**src/hw/rtl/hdvf_pkg.sv**
```systemverilog
// Shared types and constants for the hashed duplicate vertex filter.
// No dependencies; used by hdvf_ctrl, hdvf_dp and the top level.
`default_nettype none

package hdvf_pkg;

  // Vertex split: low bits select the set, high bits form the tag.
  localparam int VERTEX_BITS   = 32;
  localparam int SET_BITS      = 14;
  localparam int SET_COUNT     = 1 << SET_BITS;
  localparam int TAG_BITS      = VERTEX_BITS - SET_BITS;
  localparam int WAY_COUNT_DEF = 4;

  // Input item kinds, carried on the slave-side tuser.
  localparam logic OP_FILTER = 1'b0;
  localparam logic OP_CLEAR  = 1'b1;

  typedef enum logic [1:0] {
    ST_SWEEP,
    ST_IDLE,
    ST_DECIDE
  } ctrl_state_t;

  // Commands from the controller to the datapath.
  typedef struct packed {
    logic lookup;    // capture vertex, start the set read
    logic ptr_clear; // return the replacement pointer to way zero
    logic sweep;     // write all ones to the set under the sweep counter
    logic insert;    // write the tag back, advance pointer, load result
  } cmd_t;

  // Status from the datapath to the controller.
  typedef struct packed {
    logic sweep_last; // sweep counter sits on the last set
    logic hit;        // captured tag matches one of the ways
    logic out_free;   // result register can take a new item this cycle
  } status_t;

endpackage

`default_nettype wire

```
**src/hw/rtl/hdvf_ctrl.sv**
```systemverilog
// Controller state machine for the duplicate vertex filter.
// Depends on hdvf_pkg; drives hdvf_dp through cmd_t, reads status_t.
`default_nettype none

module hdvf_ctrl (
  input  logic             clk,
  input  logic             rst,
  input  logic             in_valid,
  input  logic             in_opcode,
  output logic             in_ready,
  input  hdvf_pkg::status_t status,
  output hdvf_pkg::cmd_t    cmd
);
  import hdvf_pkg::*;

  ctrl_state_t state;
  ctrl_state_t state_next;

  always_ff @(posedge clk) begin
    if (rst) begin
      state <= ST_SWEEP;
    end else begin
      state <= state_next;
    end
  end

  // Next state
  always_comb begin
    state_next = state;
    case (state)
      ST_SWEEP: begin
        if (status.sweep_last) begin
          state_next = ST_IDLE;
        end
      end
      ST_IDLE: begin
        if (in_valid) begin
          state_next = (in_opcode == OP_CLEAR) ? ST_SWEEP : ST_DECIDE;
        end
      end
      ST_DECIDE: begin
        if (status.hit || status.out_free) begin
          state_next = ST_IDLE;
        end
      end
      default: state_next = ST_SWEEP;
    endcase
  end

  // Outputs; ready is high throughout idle, so valid alone marks a take
  always_comb begin
    in_ready      = 1'b0;
    cmd           = '0;
    case (state)
      ST_SWEEP: begin
        cmd.sweep = 1'b1;
      end
      ST_IDLE: begin
        in_ready      = 1'b1;
        cmd.lookup    = in_valid && (in_opcode == OP_FILTER);
        cmd.ptr_clear = in_valid && (in_opcode == OP_CLEAR);
      end
      ST_DECIDE: begin
        cmd.insert = !status.hit && status.out_free;
      end
      default: begin
        in_ready = 1'b0;
      end
    endcase
  end

endmodule

`default_nettype wire

```
**config.mk**
```make
export PLATFORM = sky130hd
export DESIGN_NAME = hdvf_ctrl
export DESIGN_NICKNAME = d
export VERILOG_FILES = /design/src/hw/rtl/hdvf_pkg.sv /design/src/hw/rtl/hdvf_ctrl.sv
export SDC_FILE = /design/constraint.sdc
export NUM_CORES = 1
export LEC_CHECK = 0
export ABC_CLOCK_PERIOD_IN_PS = 2800
export BUFFER_PORTS_ARGS = -buffer_cell sky130_fd_sc_hd__clkbuf_2
export CAP_MARGIN = 30
export CELL_PAD_IN_SITES_DETAIL_PLACEMENT = 0
export CELL_PAD_IN_SITES_GLOBAL_PLACEMENT = 1
export CORE_AREA = 2 2 39 41
export DETAILED_ROUTE_END_ITERATION = 12
export DIE_AREA = 0 0 41 43
export PLACE_DENSITY = 0.48
export SLEW_MARGIN = 20
export SYNTH_ARGS = -nofsm -noshare
export SYNTH_HDL_FRONTEND = slang
export SYNTH_SLANG_ARGS = --single-unit
```
**constraint.sdc**
```tcl
create_clock -name clk -period 2.8 [get_ports clk]
set_clock_uncertainty 0.05 [all_clocks]
set_input_delay 0.42 -clock clk [delete_from_list [all_inputs] [get_ports clk]]
set_output_delay 0.42 -clock clk [all_outputs]
set_load 0.005 [all_outputs]
```
==> impl_metrics.yaml <==
final_layout:
  stdcell_count: 44
  reg_top3: "state: 2 flops"
  area.growth.synth_to_final_pct: 77.23
  fin_nets: 37
  fillers: 152
  antenna_cells: 0
  regMostFlops: "state"
  seq_area_um2: 40.04
  largest_register_ffs: 2
  multi_input_area_um2: 82.58
  finish.utilization_pct: 16.18
  drive_above_1_share_pct: 60.71
critical_path:
  worstPathArrival_ps: 1260
  crit_type: "reg2out"
  r2r_cells: 2
  r2r_slack_ps: 1520
  path_cells: "or4bb_1, inv_1, clkbuf_2"
  crit_fanout: 6
  cpLargestDelayFamily: "simple AND/OR/NAND/NOR gates"
  r2r-start: "state[0]"
  r2r-end: "state[0]"
  cp.depth: 3
  cp-endpoint: "cmd[3]"
  cp-start-kind: "flop"
  slowest_stage: "or4bb_1"
  max_stage_delay_ps: 530
  crit_start: "state[1]"
  crit_required_ps: 2330
  cp-end-kind: "output port"
  critPathBufInv: 2
timing:
  fin_crit_sh_pct: 61.96
  rsz0062_at_grt: "false"
  slew-limit-headroom_pct: 88.46
  drv_slew: 0
  finalSetupViolCount: 0
  setup-tns-final_ps: 0
  hold_viol: 0
  finalCriticalPeriod_ps: 1735
  fmax_mhz: 576.4
  holdWs_ps: 340.4
  worst_slew_pin_slew_ps: 172.8
global_routing:
  grt_pass1_wl_um: 759
  antenna_found_initial: 0
  globalRouteTotalUtil_pct: 7.014
  grt_max_degree: 7
  grt_overflow: 0
  grt_pass1_vias: 203
drt:
  drtIter0Drc: 2
  routed_via_density: 3.705
  drcViolationCount: 0
  vias: 163
  drt-pass1-iter-count: 4
  wl_um: 404
  route.detailed.wl_per_inst_um: 9.182
  antenna_left: 0
clocking:
  cts_buffer_depth: 2
  postCtsSetupBuffers: 0
  insertion_delay_ps: 220
  cts_tree: "done"
  clock_sinks: 2
  cts_buffers: 3
  holdBufCountCts: 0
  htreeDepth: 1
  cts-root-buf: "clkbuf_4"
  path_clk_slew_ps: 30
  post_cts_resized: 0
floorplanning:
  rows: 14
  core_area_um2: 1384
  ios: 12
  die_x_um: 41
  die_h_um: 43
  dieArea_um2: 1763
  initial_core_util_pct: 9.132
yosys:
  synth.distinct_cells: 11
  ys_ff_latch: 2
  ys_seq_area_share_pct: 31.68
  synth_nets: 21
  syn_inst: 14
  syn_area_um2: 126.4
  syn_area_per_cell_um2: 9.027
  yosys_warnings: 0
run_status:
  outcome: "finished clean"
power:
  p_leak_nw: 0.1189
  power_density_nw_per_um2: 511.7
  peakVddDrop_v: 0.0001199
hold_path:
  holdPathStages: 2
  hp-class: "in2reg"
placement:
  port_buffers: 11
  dp.cells: 41
  globalplace.congestion: 0.7007
run:
  cap_violations: 0
## how the worst min path moves through the flow
stage                   from       end  slack (ps)
finish                   rst  state[1]         340
global route             rst  state[1]         340
detailed placement       rst  state[1]         580
global placement    state[0]  state[0]         560
floorplan                rst  state[1]         440
CTS                      rst  state[1]         340
## Yosys cell counts
library cell | number | share of area (%)
dfxtp_1 | 2 | 32
or4bb_1 | 1 | 8.9
and4bb_2 | 1 | 9.9
a21oi_1 | 1 | 4.0
or2_2 | 1 | 5.0
and3_1 | 1 | 5.0
or4b_4 | 1 | 11
a32o_1 | 1 | 7.9
nor2b_1 | 1 | 5.0
inv_1 | 1 | 3.0
nor2_1 | 3 | 8.9
## metrics by stage
stage	power, mW	area, um2	worst slack [ps]
after CTS	0.1177	224.0	1052
after global placement	0.05023	201.4	1124
final	0.1146	224.0	1065
after detailed placement	0.05077	201.4	1136
after global routing	0.1279	224.0	972.6
after floorplan	0.04038	126.4	1352
## power by group
group	leakage, nW	internal [mW]	total [mW]	switching [mW]
sequential	0.0164	0.0305	0.0326	0.00209
combinational	0.0887	0.0104	0.0175	0.00713
clock	0.0138	0.0474	0.0645	0.0171
total	0.119	0.0883	0.115	0.0263
## area by class of cell
type	instances	share of cell area, %
multi-input combinational	11	36.87
sequential	2	17.88
inverter	1	1.676
tap	16	8.939
clock buffer	3	10.06
timing repair buffer	11	24.58
## cell families (layout without fill, tap and decap cells)
| kind of cell | count (synthesis) | after routing | share of synthesized area, % |
|---|---|---|---|
| DFF | 2 | 2 | 31.68 |
| buffers and inverters | 1 | 15 | 2.967 |
| AOI/OAI and AO/OA | 2 | 2 | 11.88 |
| and+or+nand+nor | 9 | 9 | 53.47 |
## cell usage in the layout (no fill, tap or decap)
cell / count
clkbuf_2: 11
nor2_1: 3
clkbuf_4: 3
dfxtp_1: 2
nor2b_1: 1
and3_1: 1
or4bb_1: 1
inv_1: 1
and4bb_2: 1
or4b_4: 1
a21oi_1: 1
or2_2: 1
a32o_1: 1
## per-layer routing
metal  vias up  part of all wire, %  global-route usage, %
li1         80                    -                      -
met1        65                   43                  7.029
met2        18                   32                  7.187
met3         0                   25                  6.806
met4         0                    0                  8.000
met5         -                    0                      0
(Power assumes the default switching activity.)
